File: src/plrm_pkg.sv
// Package for the peer liveness and RTT monitor.
// Holds the beat payload types, the controller state type and fixed constants.
// No dependencies; the top level, the cell and the testbench use it.
package plrm_pkg;

    // Event codes carried in the mode field.
    localparam logic [2:0] MODE_SEND_PING = 3'd0;
    localparam logic [2:0] MODE_PONG      = 3'd1;
    localparam logic [2:0] MODE_IN_PING   = 3'd2;
    localparam logic [2:0] MODE_OTHER     = 3'd3;
    localparam logic [2:0] MODE_CHECK     = 3'd4;

    // Incoming ping roles.
    localparam logic KIND_SUCCESSOR = 1'b0;

    // Sequence number that is never issued and marks an unmatched pong.
    localparam logic [7:0] SEQ_SKIP = 8'hff;

    // Reset value of the timeout register.
    localparam logic [30:0] TIMEOUT_RESET = 31'd5000;

    // One input beat.
    typedef struct packed {
        logic [2:0]  mode;
        logic [31:0] time_ms;
        logic [7:0]  pong_seqno;
        logic [31:0] pong_time_ms;
        logic        ping_kind;
    } item_t;

    // One result beat.
    typedef struct packed {
        logic [7:0]  issued_seqno;
        logic        pong_matched;
        logic [31:0] rtt_estimate_ms;
        logic        lost_pongs;
        logic        lost_successor_pings;
        logic        lost_long_pings;
    } result_t;

    // Configuration beat: the timeout in milliseconds.
    typedef logic [30:0] cfg_t;

    // One entry of the ping cache.
    typedef struct packed {
        logic [7:0]  seqno;
        logic [31:0] time_ms;
    } ping_entry_t;

    // Per-cell control: take the external value, or take the right neighbor.
    typedef struct packed {
        logic load;
        logic shift;
    } cell_ctl_t;

    // Controller states.
    typedef enum logic [2:0] {
        ST_IDLE,
        ST_SCAN,
        ST_PUSH,
        ST_DIV_START,
        ST_DIV_WAIT,
        ST_FINISH
    } state_t;

endpackage

File: src/plrm_stream_if.sv
// Valid/ready channel interface used for input, result and configuration beats.
// The payload type is a parameter; the types come from plrm_pkg.
interface plrm_stream_if #(parameter type T = logic);
    logic valid;
    logic ready;
    T     data;

    modport source (output valid, output data, input ready);
    modport sink (input valid, input data, output ready);
endinterface

File: src/peer_liveness_rtt_monitor_top.sv
// Top level of the peer liveness and RTT monitor.
// Uses plrm_pkg, plrm_stream_if, plrm_cell (cache and window rows) and plrm_divider.
//
//  port    direction  payload     beat
//  item    sink       item_t      one event (ping sent, pong, incoming ping, other, check)
//  result  source     result_t    one result per accepted item
//  cfg     sink       cfg_t       liveness timeout in ms, always ready
//
// An item is accepted in idle; a pong with a valid sequence number scans the cache
// row, one cached ping per cycle, when the cache is not empty; a match is then pushed
// into the window; unless the window is empty, the divider is started and the bit-serial
// divider works through SW = 32 + clog2(RTT_WINDOW_DEPTH+1) dividend bits; last, the
// result register is loaded. The divider sets most of the time an item takes.
// item.ready is high in idle only; a result waiting in the output register does
// not stop the next item from being accepted, but that item then waits in its finish
// state until the register is free. Reset is asynchronous, active low.
module peer_liveness_rtt_monitor_top #(
    parameter int PING_CACHE_DEPTH = 10,
    parameter int RTT_WINDOW_DEPTH = 20
) (
    input  logic clk,
    input  logic rst_n,
    plrm_stream_if.sink   item,
    plrm_stream_if.source result,
    plrm_stream_if.sink   cfg
);

    localparam int PCW = $clog2(PING_CACHE_DEPTH + 1);
    localparam int RCW = $clog2(RTT_WINDOW_DEPTH + 1);
    localparam int SW  = 32 + RCW;
    localparam int PEW = $bits(plrm_pkg::ping_entry_t);

    plrm_pkg::state_t state_reg, state_next;

    logic [30:0]      timeout_reg, timeout_next;
    logic [7:0]       next_seq_reg, next_seq_next;
    logic [PCW-1:0]   ping_cnt_reg, ping_cnt_next;
    logic [PCW-1:0]   scan_cnt_reg, scan_cnt_next;
    logic [RCW-1:0]   rtt_cnt_reg, rtt_cnt_next;
    logic [SW-1:0]    sum_reg, sum_next;
    logic [31:0]      last_msg_reg, last_msg_next;
    logic [31:0]      last_succ_reg, last_succ_next;
    logic [31:0]      last_long_reg, last_long_next;
    logic [31:0]      now_reg, now_next;
    logic [7:0]       pseq_reg, pseq_next;
    logic [31:0]      ptime_reg, ptime_next;
    logic [7:0]       issued_reg, issued_next;
    logic             matched_reg, matched_next;
    logic [31:0]      rtt_reg, rtt_next;
    logic [31:0]      est_reg, est_next;
    logic             out_valid_reg, out_valid_next;
    plrm_pkg::result_t out_data_reg, out_data_next;

    plrm_pkg::cell_ctl_t   ping_ctl [PING_CACHE_DEPTH];
    plrm_pkg::cell_ctl_t   win_ctl [RTT_WINDOW_DEPTH];
    logic [PEW-1:0]        ping_q [PING_CACHE_DEPTH];
    logic [31:0]           win_q [RTT_WINDOW_DEPTH];
    plrm_pkg::ping_entry_t ping_ext;
    plrm_pkg::ping_entry_t head;
    logic [31:0]           win_ext;

    logic          div_start;
    logic          div_done;
    logic [31:0]   div_quot;
    logic          hit;
    logic [7:0]    seq_inc;
    logic [31:0]   d_msg, d_succ, d_long;

    // Ping cache row: entry 0 is the oldest.
    for (genvar i = 0; i < PING_CACHE_DEPTH; i++)
    begin : g_ping
        logic [PEW-1:0] nb;
        if (i == PING_CACHE_DEPTH - 1)
        begin : g_last
            assign nb = ping_q[i];
        end
        else
        begin : g_mid
            assign nb = ping_q[i+1];
        end
        plrm_cell #(.W(PEW)) u_cell (
            .clk (clk),
            .ctl (ping_ctl[i]),
            .ext (ping_ext),
            .nb  (nb),
            .q   (ping_q[i])
        );
    end

    // RTT window row: sample 0 is the oldest.
    for (genvar i = 0; i < RTT_WINDOW_DEPTH; i++)
    begin : g_win
        logic [31:0] nb;
        if (i == RTT_WINDOW_DEPTH - 1)
        begin : g_last
            assign nb = win_q[i];
        end
        else
        begin : g_mid
            assign nb = win_q[i+1];
        end
        plrm_cell #(.W(32)) u_cell (
            .clk (clk),
            .ctl (win_ctl[i]),
            .ext (win_ext),
            .nb  (nb),
            .q   (win_q[i])
        );
    end

    plrm_divider #(.SW(SW), .CW(RCW)) u_div (
        .clk      (clk),
        .rst_n    (rst_n),
        .start    (div_start),
        .dividend (sum_reg),
        .divisor  (rtt_cnt_reg),
        .done     (div_done),
        .quotient (div_quot)
    );

    assign head = plrm_pkg::ping_entry_t'(ping_q[0]);
    assign hit  = !matched_reg && (head.seqno == pseq_reg);

    // Next state.
    always_comb
    begin
        state_next = state_reg;
        case (state_reg)
            plrm_pkg::ST_IDLE:
            begin
                if (item.valid)
                begin
                    if (item.data.mode == plrm_pkg::MODE_PONG &&
                        item.data.pong_seqno != plrm_pkg::SEQ_SKIP &&
                        ping_cnt_reg != '0)
                    begin
                        state_next = plrm_pkg::ST_SCAN;
                    end
                    else
                    begin
                        state_next = plrm_pkg::ST_DIV_START;
                    end
                end
            end
            plrm_pkg::ST_SCAN:
            begin
                if (scan_cnt_reg == PCW'(1))
                begin
                    state_next = (matched_reg || hit) ? plrm_pkg::ST_PUSH
                                                      : plrm_pkg::ST_DIV_START;
                end
            end
            plrm_pkg::ST_PUSH:
            begin
                state_next = plrm_pkg::ST_DIV_START;
            end
            plrm_pkg::ST_DIV_START:
            begin
                state_next = (rtt_cnt_reg == '0) ? plrm_pkg::ST_FINISH
                                                 : plrm_pkg::ST_DIV_WAIT;
            end
            plrm_pkg::ST_DIV_WAIT:
            begin
                if (div_done)
                begin
                    state_next = plrm_pkg::ST_FINISH;
                end
            end
            plrm_pkg::ST_FINISH:
            begin
                if (!out_valid_reg || result.ready)
                begin
                    state_next = plrm_pkg::ST_IDLE;
                end
            end
            default:
            begin
                state_next = plrm_pkg::ST_IDLE;
            end
        endcase
    end

    // Timeout distances, read as signed wrap-around differences.
    assign d_msg  = now_reg - last_msg_reg;
    assign d_succ = now_reg - last_succ_reg;
    assign d_long = now_reg - last_long_reg;

    // Sequence number after the one being issued, stepping over the skip code.
    always_comb
    begin
        seq_inc = next_seq_reg + 8'd1;
        if (seq_inc == plrm_pkg::SEQ_SKIP)
        begin
            seq_inc = seq_inc + 8'd1;
        end
    end

    // Datapath and cell control.
    always_comb
    begin
        timeout_next   = timeout_reg;
        next_seq_next  = next_seq_reg;
        ping_cnt_next  = ping_cnt_reg;
        scan_cnt_next  = scan_cnt_reg;
        rtt_cnt_next   = rtt_cnt_reg;
        sum_next       = sum_reg;
        last_msg_next  = last_msg_reg;
        last_succ_next = last_succ_reg;
        last_long_next = last_long_reg;
        now_next       = now_reg;
        pseq_next      = pseq_reg;
        ptime_next     = ptime_reg;
        issued_next    = issued_reg;
        matched_next   = matched_reg;
        rtt_next       = rtt_reg;
        est_next       = est_reg;
        out_valid_next = out_valid_reg;
        out_data_next  = out_data_reg;
        ping_ext       = '{seqno: next_seq_reg, time_ms: item.data.time_ms};
        win_ext        = rtt_reg;
        div_start      = 1'b0;
        for (int i = 0; i < PING_CACHE_DEPTH; i++)
        begin
            ping_ctl[i] = '0;
        end
        for (int i = 0; i < RTT_WINDOW_DEPTH; i++)
        begin
            win_ctl[i] = '0;
        end

        // Configuration writes are taken at any time.
        if (cfg.valid)
        begin
            timeout_next = cfg.data;
        end

        // The result register empties when its beat is taken.
        if (result.ready)
        begin
            out_valid_next = 1'b0;
        end

        case (state_reg)
            plrm_pkg::ST_IDLE:
            begin
                if (item.valid)
                begin
                    now_next     = item.data.time_ms;
                    pseq_next    = item.data.pong_seqno;
                    ptime_next   = item.data.pong_time_ms;
                    issued_next  = '0;
                    matched_next = 1'b0;
                    scan_cnt_next = ping_cnt_reg;
                    case (item.data.mode)
                        plrm_pkg::MODE_SEND_PING:
                        begin
                            issued_next   = next_seq_reg;
                            next_seq_next = seq_inc;
                            // A full cache drops its oldest entry.
                            if (ping_cnt_reg == PCW'(PING_CACHE_DEPTH))
                            begin
                                for (int i = 0; i < PING_CACHE_DEPTH; i++)
                                begin
                                    ping_ctl[i].shift = 1'b1;
                                    ping_ctl[i].load  = (i == PING_CACHE_DEPTH - 1);
                                end
                            end
                            else
                            begin
                                for (int i = 0; i < PING_CACHE_DEPTH; i++)
                                begin
                                    ping_ctl[i].load = (PCW'(i) == ping_cnt_reg);
                                end
                                ping_cnt_next = ping_cnt_reg + PCW'(1);
                            end
                        end
                        plrm_pkg::MODE_PONG:
                        begin
                            last_msg_next = item.data.time_ms;
                        end
                        plrm_pkg::MODE_IN_PING:
                        begin
                            if (item.data.ping_kind == plrm_pkg::KIND_SUCCESSOR)
                            begin
                                last_succ_next = item.data.time_ms;
                            end
                            else
                            begin
                                last_long_next = item.data.time_ms;
                            end
                            last_msg_next = item.data.time_ms;
                        end
                        plrm_pkg::MODE_OTHER:
                        begin
                            last_msg_next = item.data.time_ms;
                        end
                        plrm_pkg::MODE_CHECK:
                        begin
                            last_msg_next = last_msg_reg;
                        end
                        default:
                        begin
                            last_msg_next = last_msg_reg;
                        end
                    endcase
                end
            end
            plrm_pkg::ST_SCAN:
            begin
                // The head leaves the row; it is appended at the tail unless it
                // is the first match, so the row comes back in its old order.
                for (int i = 0; i < PING_CACHE_DEPTH; i++)
                begin
                    ping_ctl[i].shift = 1'b1;
                end
                ping_ext = head;
                if (hit)
                begin
                    matched_next  = 1'b1;
                    rtt_next      = ptime_reg - head.time_ms;
                    ping_cnt_next = ping_cnt_reg - PCW'(1);
                end
                else
                begin
                    for (int i = 0; i < PING_CACHE_DEPTH; i++)
                    begin
                        ping_ctl[i].load = (PCW'(i) == ping_cnt_reg - PCW'(1));
                    end
                end
                scan_cnt_next = scan_cnt_reg - PCW'(1);
            end
            plrm_pkg::ST_PUSH:
            begin
                // A full window drops its oldest sample from the row and the sum.
                if (rtt_cnt_reg == RCW'(RTT_WINDOW_DEPTH))
                begin
                    for (int i = 0; i < RTT_WINDOW_DEPTH; i++)
                    begin
                        win_ctl[i].shift = 1'b1;
                        win_ctl[i].load  = (i == RTT_WINDOW_DEPTH - 1);
                    end
                    sum_next = sum_reg + SW'(rtt_reg) - SW'(win_q[0]);
                end
                else
                begin
                    for (int i = 0; i < RTT_WINDOW_DEPTH; i++)
                    begin
                        win_ctl[i].load = (RCW'(i) == rtt_cnt_reg);
                    end
                    rtt_cnt_next = rtt_cnt_reg + RCW'(1);
                    sum_next     = sum_reg + SW'(rtt_reg);
                end
            end
            plrm_pkg::ST_DIV_START:
            begin
                est_next  = '0;
                div_start = (rtt_cnt_reg != '0);
            end
            plrm_pkg::ST_DIV_WAIT:
            begin
                if (div_done)
                begin
                    est_next = div_quot;
                end
            end
            plrm_pkg::ST_FINISH:
            begin
                if (!out_valid_reg || result.ready)
                begin
                    out_valid_next = 1'b1;
                    out_data_next.issued_seqno    = issued_reg;
                    out_data_next.pong_matched    = matched_reg;
                    out_data_next.rtt_estimate_ms = est_reg;
                    out_data_next.lost_pongs =
                        !d_msg[31] && (d_msg > {1'b0, timeout_reg});
                    out_data_next.lost_successor_pings =
                        !d_succ[31] && (d_succ > {1'b0, timeout_reg});
                    out_data_next.lost_long_pings =
                        !d_long[31] && (d_long > {1'b0, timeout_reg});
                end
            end
            default:
            begin
                est_next = est_reg;
            end
        endcase
    end

    // Control state.
    always_ff @(posedge clk or negedge rst_n)
    begin
        if (!rst_n)
        begin
            state_reg     <= plrm_pkg::ST_IDLE;
            timeout_reg   <= plrm_pkg::TIMEOUT_RESET;
            next_seq_reg  <= 8'd1;
            ping_cnt_reg  <= '0;
            scan_cnt_reg  <= '0;
            rtt_cnt_reg   <= '0;
            sum_reg       <= '0;
            last_msg_reg  <= '0;
            last_succ_reg <= '0;
            last_long_reg <= '0;
            matched_reg   <= 1'b0;
            out_valid_reg <= 1'b0;
        end
        else
        begin
            state_reg     <= state_next;
            timeout_reg   <= timeout_next;
            next_seq_reg  <= next_seq_next;
            ping_cnt_reg  <= ping_cnt_next;
            scan_cnt_reg  <= scan_cnt_next;
            rtt_cnt_reg   <= rtt_cnt_next;
            sum_reg       <= sum_next;
            last_msg_reg  <= last_msg_next;
            last_succ_reg <= last_succ_next;
            last_long_reg <= last_long_next;
            matched_reg   <= matched_next;
            out_valid_reg <= out_valid_next;
        end
    end

    // Payload registers.
    always_ff @(posedge clk)
    begin
        now_reg      <= now_next;
        pseq_reg     <= pseq_next;
        ptime_reg    <= ptime_next;
        issued_reg   <= issued_next;
        rtt_reg      <= rtt_next;
        est_reg      <= est_next;
        out_data_reg <= out_data_next;
    end

    assign item.ready   = (state_reg == plrm_pkg::ST_IDLE);
    assign cfg.ready    = 1'b1;
    assign result.valid = out_valid_reg;
    assign result.data  = out_data_reg;

    // The rows never hold more entries than they have cells.
    a_ping_cnt: assert property (@(posedge clk) disable iff (!rst_n)
        ping_cnt_reg <= PCW'(PING_CACHE_DEPTH))
        else $error("ping cache count beyond depth");

    a_rtt_cnt: assert property (@(posedge clk) disable iff (!rst_n)
        rtt_cnt_reg <= RCW'(RTT_WINDOW_DEPTH))
        else $error("rtt window count beyond depth");

    // While scanning, the entries left to look at are all still in the cache.
    a_scan: assert property (@(posedge clk) disable iff (!rst_n)
        (state_reg == plrm_pkg::ST_SCAN) |-> (scan_cnt_reg != '0 &&
                                              scan_cnt_reg <= ping_cnt_reg))
        else $error("cache scan ran past the cached entries");

    // A window push always follows a match.
    a_push: assert property (@(posedge clk) disable iff (!rst_n)
        (state_reg == plrm_pkg::ST_PUSH) |-> matched_reg)
        else $error("window push without a matched pong");

endmodule

File: src/plrm_cell.sv
// One storage cell of a shift row (ping cache or RTT window).
// Holds one entry and takes either a broadcast value or its right neighbor.
// Depends on plrm_pkg for the control struct.
module plrm_cell #(
    parameter int W = 32
) (
    input  logic                 clk,
    input  plrm_pkg::cell_ctl_t  ctl,
    input  logic [W-1:0]         ext,
    input  logic [W-1:0]         nb,
    output logic [W-1:0]         q
);

    logic [W-1:0] data_reg;
    logic [W-1:0] data_next;

    // Load has priority over the shift from the neighbor.
    always_comb
    begin
        data_next = data_reg;
        if (ctl.load)
        begin
            data_next = ext;
        end
        else if (ctl.shift)
        begin
            data_next = nb;
        end
    end

    always_ff @(posedge clk)
    begin
        data_reg <= data_next;
    end

    assign q = data_reg;

endmodule

File: src/plrm_divider.sv
// Restoring divider, one quotient bit per cycle, for the mean RTT.
// Divides the window sum by the sample count; depends on nothing else.
module plrm_divider #(
    parameter int SW = 37,
    parameter int CW = 5
) (
    input  logic          clk,
    input  logic          rst_n,
    input  logic          start,
    input  logic [SW-1:0] dividend,
    input  logic [CW-1:0] divisor,
    output logic          done,
    output logic [31:0]   quotient
);

    localparam int STW = $clog2(SW + 1);

    logic [SW-1:0]  q_reg, q_next;
    logic [CW-1:0]  rem_reg, rem_next;
    logic [CW-1:0]  dvs_reg, dvs_next;
    logic [STW-1:0] step_reg, step_next;
    logic           busy_reg, busy_next;
    logic           done_reg, done_next;
    logic [CW:0]    rem_sh;
    logic           ge;

    // One restoring step: shift in the next dividend bit, subtract if it fits.
    always_comb
    begin
        rem_sh    = {rem_reg, q_reg[SW-1]};
        ge        = (rem_sh >= {1'b0, dvs_reg});
        q_next    = q_reg;
        rem_next  = rem_reg;
        dvs_next  = dvs_reg;
        step_next = step_reg;
        busy_next = busy_reg;
        done_next = 1'b0;
        if (start)
        begin
            q_next    = dividend;
            rem_next  = '0;
            dvs_next  = divisor;
            step_next = STW'(SW);
            busy_next = 1'b1;
        end
        else if (busy_reg)
        begin
            q_next    = {q_reg[SW-2:0], ge};
            rem_next  = ge ? CW'(rem_sh - {1'b0, dvs_reg}) : rem_sh[CW-1:0];
            step_next = step_reg - STW'(1);
            if (step_reg == STW'(1))
            begin
                busy_next = 1'b0;
                done_next = 1'b1;
            end
        end
    end

    always_ff @(posedge clk or negedge rst_n)
    begin
        if (!rst_n)
        begin
            busy_reg <= 1'b0;
            done_reg <= 1'b0;
            step_reg <= '0;
        end
        else
        begin
            busy_reg <= busy_next;
            done_reg <= done_next;
            step_reg <= step_next;
        end
    end

    always_ff @(posedge clk)
    begin
        q_reg   <= q_next;
        rem_reg <= rem_next;
        dvs_reg <= dvs_next;
    end

    assign done     = done_reg;
    assign quotient = q_reg[31:0];

endmodule

File: src/flat_wrapper.sv
// flat-port wrapper written by rule: the top's interface ports become plain ports
module peer_liveness_rtt_monitor_top_flat 
#(
    parameter int PING_CACHE_DEPTH = 10,
    parameter int RTT_WINDOW_DEPTH = 20
)
  (clk, rst_n, item_valid, item_data, item_ready, result_valid, result_data, result_ready, cfg_valid, cfg_data, cfg_ready);
  plrm_stream_if #(.T(plrm_pkg::item_t)) item_i ();
  plrm_stream_if #(.T(plrm_pkg::result_t)) result_i ();
  plrm_stream_if #(.T(plrm_pkg::cfg_t)) cfg_i ();
  input  logic clk;
  input  logic rst_n;
  input wire logic [$bits(item_i.valid)-1:0] item_valid;
  input wire logic [$bits(item_i.data)-1:0] item_data;
  output wire logic [$bits(item_i.ready)-1:0] item_ready;
  output wire logic [$bits(result_i.valid)-1:0] result_valid;
  output wire logic [$bits(result_i.data)-1:0] result_data;
  input wire logic [$bits(result_i.ready)-1:0] result_ready;
  input wire logic [$bits(cfg_i.valid)-1:0] cfg_valid;
  input wire logic [$bits(cfg_i.data)-1:0] cfg_data;
  output wire logic [$bits(cfg_i.ready)-1:0] cfg_ready;
  assign item_i.valid = item_valid;
  assign item_i.data = item_data;
  assign item_ready = item_i.ready;
  assign result_valid = result_i.valid;
  assign result_data = result_i.data;
  assign result_i.ready = result_ready;
  assign cfg_i.valid = cfg_valid;
  assign cfg_i.data = cfg_data;
  assign cfg_ready = cfg_i.ready;
  peer_liveness_rtt_monitor_top #(.PING_CACHE_DEPTH(PING_CACHE_DEPTH), .RTT_WINDOW_DEPTH(RTT_WINDOW_DEPTH)) u_core (.clk(clk), .rst_n(rst_n), .item(item_i), .result(result_i), .cfg(cfg_i));
endmodule
File: config.mk
export PLATFORM = sky130hd
export DESIGN_NAME = peer_liveness_rtt_monitor_top_flat
export DESIGN_NICKNAME = d
export VERILOG_FILES = /design/src/plrm_pkg.sv /design/src/plrm_stream_if.sv /design/src/peer_liveness_rtt_monitor_top.sv /design/src/plrm_cell.sv /design/src/plrm_divider.sv /design/src/flat_wrapper.sv
export SDC_FILE = /design/constraint.sdc
export NUM_CORES = 2
export LEC_CHECK = 0
export ABC_AREA = 1
export BUFFER_PORTS_ARGS = -buffer_cell sky130_fd_sc_hd__buf_2
export CORE_MARGIN = 2
export CORE_UTILIZATION = 36
export DETAILED_ROUTE_END_ITERATION = 10
export HOLD_SLACK_MARGIN = 0.1
export PLACE_DENSITY_LB_ADDON = 0.08
export RECOVER_POWER = 50
export SLEW_MARGIN = 20
export SYNTH_ARGS = -nofsm -noshare
export SYNTH_HDL_FRONTEND = slang
export SYNTH_SLANG_ARGS = --single-unit
File: constraint.sdc
create_clock -name clk -period 6.3 [get_ports clk]
set_input_delay 1.26 -clock clk [delete_from_list [all_inputs] [get_ports clk]]
set_output_delay 1.26 -clock clk [all_outputs]
set_load 0.02 [all_outputs]
**Word-level counts from Yosys, hierarchy flattened**

Cells that the tools add are included.

- Flip-flop bits (word level): 1473
- Output and inout bits: 47

- Equal/unequal tests: 59
- $lt $le $gt $ge: 4
- Mux-type cells: 140
- Reductions and logical operators: 65
- Add/sub/neg operators: 14
- Bitwise logic cells: 2

Operators with widths:

| cell | number |
|---|---|
| $mux 32 | 39 |
| $mux 40 | 20 |
| $sub 32x32->32 | 4 |
| $mux 37 | 3 |
| $gt 32x31->1 | 3 |
| $pmux 32 s2 | 1 |
| $reduce_bool 2->1 | 31 |
| $mux 1 | 56 |
| $eq 4x5->1 const A | 8 |
| $mux 20 | 2 |
| $pmux 20 s2 | 1 |
| $add 37x32->37 | 1 |
| $sub 37x32->37 | 1 |
| $eq 3x4->1 const A | 8 |
| $eq 3x5->1 const A | 4 |
| $eq 5x5->1 const A | 4 |
| $mux 4 | 5 |
| $pmux 3 s6 | 1 |
| $add 8x1->8 const B | 2 |
| $eq 2x4->1 const A | 4 |
| $eq 4x4->1 const A | 4 |
| $pmux 4 s2 | 2 |
| $eq 3x2->1 const B | 4 |
| $mux 3 | 4 |
| other kinds (39) | 72 |

**Depth between registers and ports, before layout**

- Depth in word-level cells: 7
- Mapped depth: 32

**Modules after synthesis**

From an unflattened synthesis, not the netlist that was laid out.

- Cell total of the unflattened synthesis: 8262
- Area total of the unflattened synthesis: 76773.6 um^2

Modules (own cells, without submodules):

| module | times used | area an instance (um^2) | seq. area each (um^2) | cells each |
|---|---|---|---|---|
| plrm_cell at u_core.g_win[0].u_cell ... | 20 | 1401.3 | 960.9 | 137 |
| peer_liveness_rtt_monitor_top | 1 | 27812.9 | 10407.5 | 3505 |
| plrm_cell at u_core.g_ping[0].u_cell ... | 10 | 1811.7 | 1201.2 | 171 |
| plrm_divider | 1 | 2816.5 | 1561.5 | 307 |

**Least setup slack after synthesis**

No wires, ideal clock.

- Path kind: input to register
- Start: input port item_valid
- End: register u_core.g_ping[9].u_cell.data_reg[0], enable pin
- Stages on the path: 8
- Arrival time: 5.226 ns
- Setup slack: 0.623 ns
- Setup time: 0.452 ns
- Cells stage by stage: inv_1 -> nor2_4 -> inv_2 -> nor2_2 -> buf_4 -> buf_4 -> inv_1 -> o22ai_1

RTL lines:

| element | RTL line | source |
|---|---|---|
| start: declaration | flat_wrapper.sv:13 | `input wire logic [$bits(item_i.valid)-1:0] item_valid;` |
| end signal: assignment | plrm_cell.sv:33 | `data_reg <= data_next;` |
| end: declaration | plrm_cell.sv:14 | `logic [W-1:0] data_reg;` |

**Worst setup path after layout**

- Start: register u_core.state_reg[2]
- End: register u_core.g_ping[4].u_cell.data_reg[12] (data pin)

- Word-level cells in the longest chain between the ends: 3
- Elaborated cells on any way between the ends: 5
- Those cells by class: eq/ne: 1; mux: 3; reduce/logical: 1

RTL lines:

| element | RTL line | source |
|---|---|---|
| start: declaration | peer_liveness_rtt_monitor_top.sv:33 | `plrm_pkg::state_t state_reg, state_next;` |
| start signal: assignment | peer_liveness_rtt_monitor_top.sv:394 | `state_reg <= plrm_pkg::ST_IDLE;` |
| start signal: assignment | peer_liveness_rtt_monitor_top.sv:409 | `state_reg <= state_next;` |
| $eq 3x1->1 | peer_liveness_rtt_monitor_top.sv:243 | `case (state_reg)` |
| $mux 40 | peer_liveness_rtt_monitor_top.sv:243 |  |
| net u_core.g_ping[0].u_cell.ext[12] | plrm_cell.sv:9 | `input logic [W-1:0] ext,` |
| $mux 40 | plrm_cell.sv:21 | `if (ctl.load)` |
| net u_core.g_ping[4].u_cell.data_next[12] | plrm_cell.sv:15 | `logic [W-1:0] data_next;` |
| end signal: assignment | plrm_cell.sv:33 |  |
| end: declaration | plrm_cell.sv:14 |  |

The timed path passes the listed nets, and every way through them passes these cells.
A chain may end at the register's enable or synchronous reset.

==> impl_metrics.env <==
export IMPL_status="finished, violations left"
export IMPL_violations="capacitance limit, slew limit"
export IMPL_max_stage_delay_ns=2.05
export IMPL_finalWorstSetupSlack_ns=1.08
export IMPL_clock_sinks=1473
export IMPL_antenna_left=0
export IMPL_cp_arrival_ns=5.78
export IMPL_synth_seq_cells=1473
export IMPL_clkTransAtPathRegs_ns=0.06
export IMPL_grt_first_pass_wirelength_um=329000
export IMPL_drv_cap=36
export IMPL_ys_seq_area_share_pct=60.3
export IMPL_slew_headroom_pct=-124
export IMPL_synth_nets=7761
export IMPL_powerDensity_nw_per_um2=261
export IMPL_nets=7880
export IMPL_drtIter0Drc=4196
export IMPL_synthDistinctLibCells=59
export IMPL_cts_tree="done"
export IMPL_postCtsHoldBufs=0
export IMPL_worstSetupEndpoint="u_core.g_ping[4].u_cell.q[12]"
export IMPL_crit_type="reg -> reg"
export IMPL_final_cell_mix="nand2_1, edfxtp_1, o21ai_0"
export IMPL_holdWs_ns=0.414
export IMPL_routedWlPerCell_um=21.5
export IMPL_start_util_pct=36.3
export IMPL_yosys_top_cells_area="edfxtp_1, nand2_1, dfrtp_1"
export IMPL_period_share_pct=82.8
export IMPL_grt_max_degree=106
export IMPL_p_leak_uw=0.0336
export IMPL_cp_common_cell="nand2_1"
export IMPL_vdd_drop_max_uv=227
export IMPL_mostFrequentLayoutCell="nand2_1"
export IMPL_syn_cell_area_um2=71700
export IMPL_io_pins=159
export IMPL_r2r_cells=6
export IMPL_h_tree_depth=4
export IMPL_fp_dieH_um=450
export IMPL_synth_edf_count=1270
export IMPL_reg2reg_slack_ns=1.08
export IMPL_cp_required_ns=6.86
export IMPL_routed_via_count=51114
export IMPL_cts_resized=0
export IMPL_grt_pass1_vias=51289
export IMPL_yosysTopAreaCell="edfxtp_1"
export IMPL_drc=0
export IMPL_timing_hold_violations_final=0
export IMPL_worstHoldPathType="reg -> reg"
export IMPL_r2r_start="u_core.state_reg[2]"
export IMPL_largest_reg_flops=640
export IMPL_grt_usage_pct=21.5
export IMPL_cts_made_buffers=173
export IMPL_die_area_um2=203000
export IMPL_cts_max_path_buffers=3
export IMPL_io_buffers=157
export IMPL_tightest_slew_ns=3.36
export IMPL_yosys_most_used_dff="edfxtp_1"
export IMPL_skew_ns=0.0281
export IMPL_setup_violations=0
export IMPL_critPathLaunchType="flip-flop"
export IMPL_critPathLaunch="u_core.state_reg[2]"
export IMPL_rows=163
export IMPL_drt_pass1_iterations=5
export IMPL_die_w_um=450
export IMPL_globalplace_congestion=0.894
export IMPL_worst_skew_pair_late_latency_ns=0.82
export IMPL_regToRegEndpoint="u_core.g_ping[4].u_cell.q[12]"
export IMPL_report_final_slew_viol_count=1473
export IMPL_crit_fanout=64
export IMPL_async_flop_share_pct=13.4
export IMPL_core_area_um2=198000
export IMPL_cp_cell_sequence="nor3_1, buf_4, clkbuf_1, o21ai_0, nand2_1, nand2_1"
export IMPL_finalWirelength_um=220000
export IMPL_fmax_ghz=0.192
export IMPL_viasPerCell=4.99
export IMPL_ys_warn_count=0
export IMPL_grt_ovfl_total=0
export IMPL_slowest_stage="clkbuf_1"
export IMPL_fin_setup_tns_ns=0
export IMPL_syn_to_final_growth_pct=12.6
export IMPL_root_buffer="clkbuf_16"
export IMPL_dp_slack_ns=1.57
export IMPL_layout_drive_gt1_share_pct=5.76
export IMPL_rsz0062_at_grt="false"
export IMPL_synth_top_area_share_pct=53.2
export IMPL_syn_inst=7339
export IMPL_cp_end_kind="flip-flop"
export IMPL_final_min_clock_period_ns=5.22
export IMPL_cts_setup_buffers=0
export IMPL_antenna_found_initial=15
export IMPL_dpl_hpwl_um=155000
export IMPL_syn_avg_cell_area_um2=9.77
==> worst max-delay path, delay by kind of cell (launching register included) <==
family	cells	cell delay, ns
buffers and inverters	2	2.42
AOI/OAI and AO/OA	1	1.35
and+or+nand+nor	3	0.70
DFF	1	0.43
==> report_power, final <==
group          internal, uW  switching (uW)  total (uW)
clock network          5770            4260       10000
logic                   141             367         508
registers             10500            11.2       10500
==> synthesized netlist by cell type, types with 6 or more instances <==
library cell	instances
xor2_1	122
o21ai_0	902
nor2_1	251
nor3_1	33
nor4_1	19
buf_1	6
o21ai_1	44
dfstp_2	6
edfxtp_1	1270
buf_2	76
fa_1	7
dfrtp_1	192
o21bai_1	28
clkbuf_1	217
a31oi_1	19
nand3_1	155
inv_1	565
o22ai_1	9
a21boi_0	9
nand2_1	2571
o31ai_1	6
ha_1	303
o21a_1	13
o211ai_1	25
a211oi_1	7
a21o_1	21
inv_2	14
xnor2_1	68
nand4_1	35
a21oi_1	278
==> per-stage QoR <==
stage	instances	area, um2	total power [uW]	utilization (%)
2_1_floorplan	7339	71700	11000	-
3_5_place_dp	9922	75400	11200	38.2
3_3_place_gp	9922	75400	11200	38.2
5_1_grt	10247	80800	21700	40.9
4_1_cts	10242	81000	21300	41.0
6_report	10248	80800	21000	40.9
==> worst min-delay path by stage <==
| stage | slack [ns] | depth (start not counted) | from | end |
|---|---|---|---|---|
| final | 0.41 | 0 | u_core.est_reg[24] | u_core.result.data[27] |
| after global routing | 0.42 | 0 | u_core.est_reg[30] | u_core.result.data[33] |
| after CTS | 0.42 | 0 | u_core.est_reg[24] | u_core.result.data[27] |
| after detailed placement | 0.41 | 0 | u_core.est_reg[30] | u_core.result.data[33] |
| after global placement | 0.40 | 0 | u_core.issued_reg[4] | u_core.result.data[40] |
| after floorplan | 0.40 | 0 | u_core.est_reg[7] | u_core.result.data[10] |
==> cell families (layout without fill, tap and decap cells) <==
| group | Yosys count | count (layout) | synth area share (%) |
|---|---|---|---|
| fa+ha+maj | 310 | 310 | 5.48 |
| buf+inv | 885 | 1149 | 4.79 |
| flops | 1473 | 1473 | 60.3 |
| xor+xnor | 190 | 190 | 2.32 |
| mux | 1 | 1 | 0.0157 |
| simple gates | 3097 | 3097 | 16.9 |
| other cells | 1 | 6 | 0.00523 |
| compound gates | 1382 | 1382 | 10.2 |
==> area by class of cell <==
type	instances	area, um2
clock buffer	234	4660
antenna	5	12.5
multi-input combinational	4981	25200
clock inverter	86	960
timing repair buffer	247	1240
inverter	582	2180
sequential	1473	43200
tap	2640	3300
fill	19577	117000
==> routing by layer <==
metal	global-route usage [%]	part of all wire (%)
met3	3.29	4.5
met5	0	0
met2	37.3	49
met4	6.82	3.1
met1	27.4	43
No activity file was read; power rests on OpenSTA's default activity.
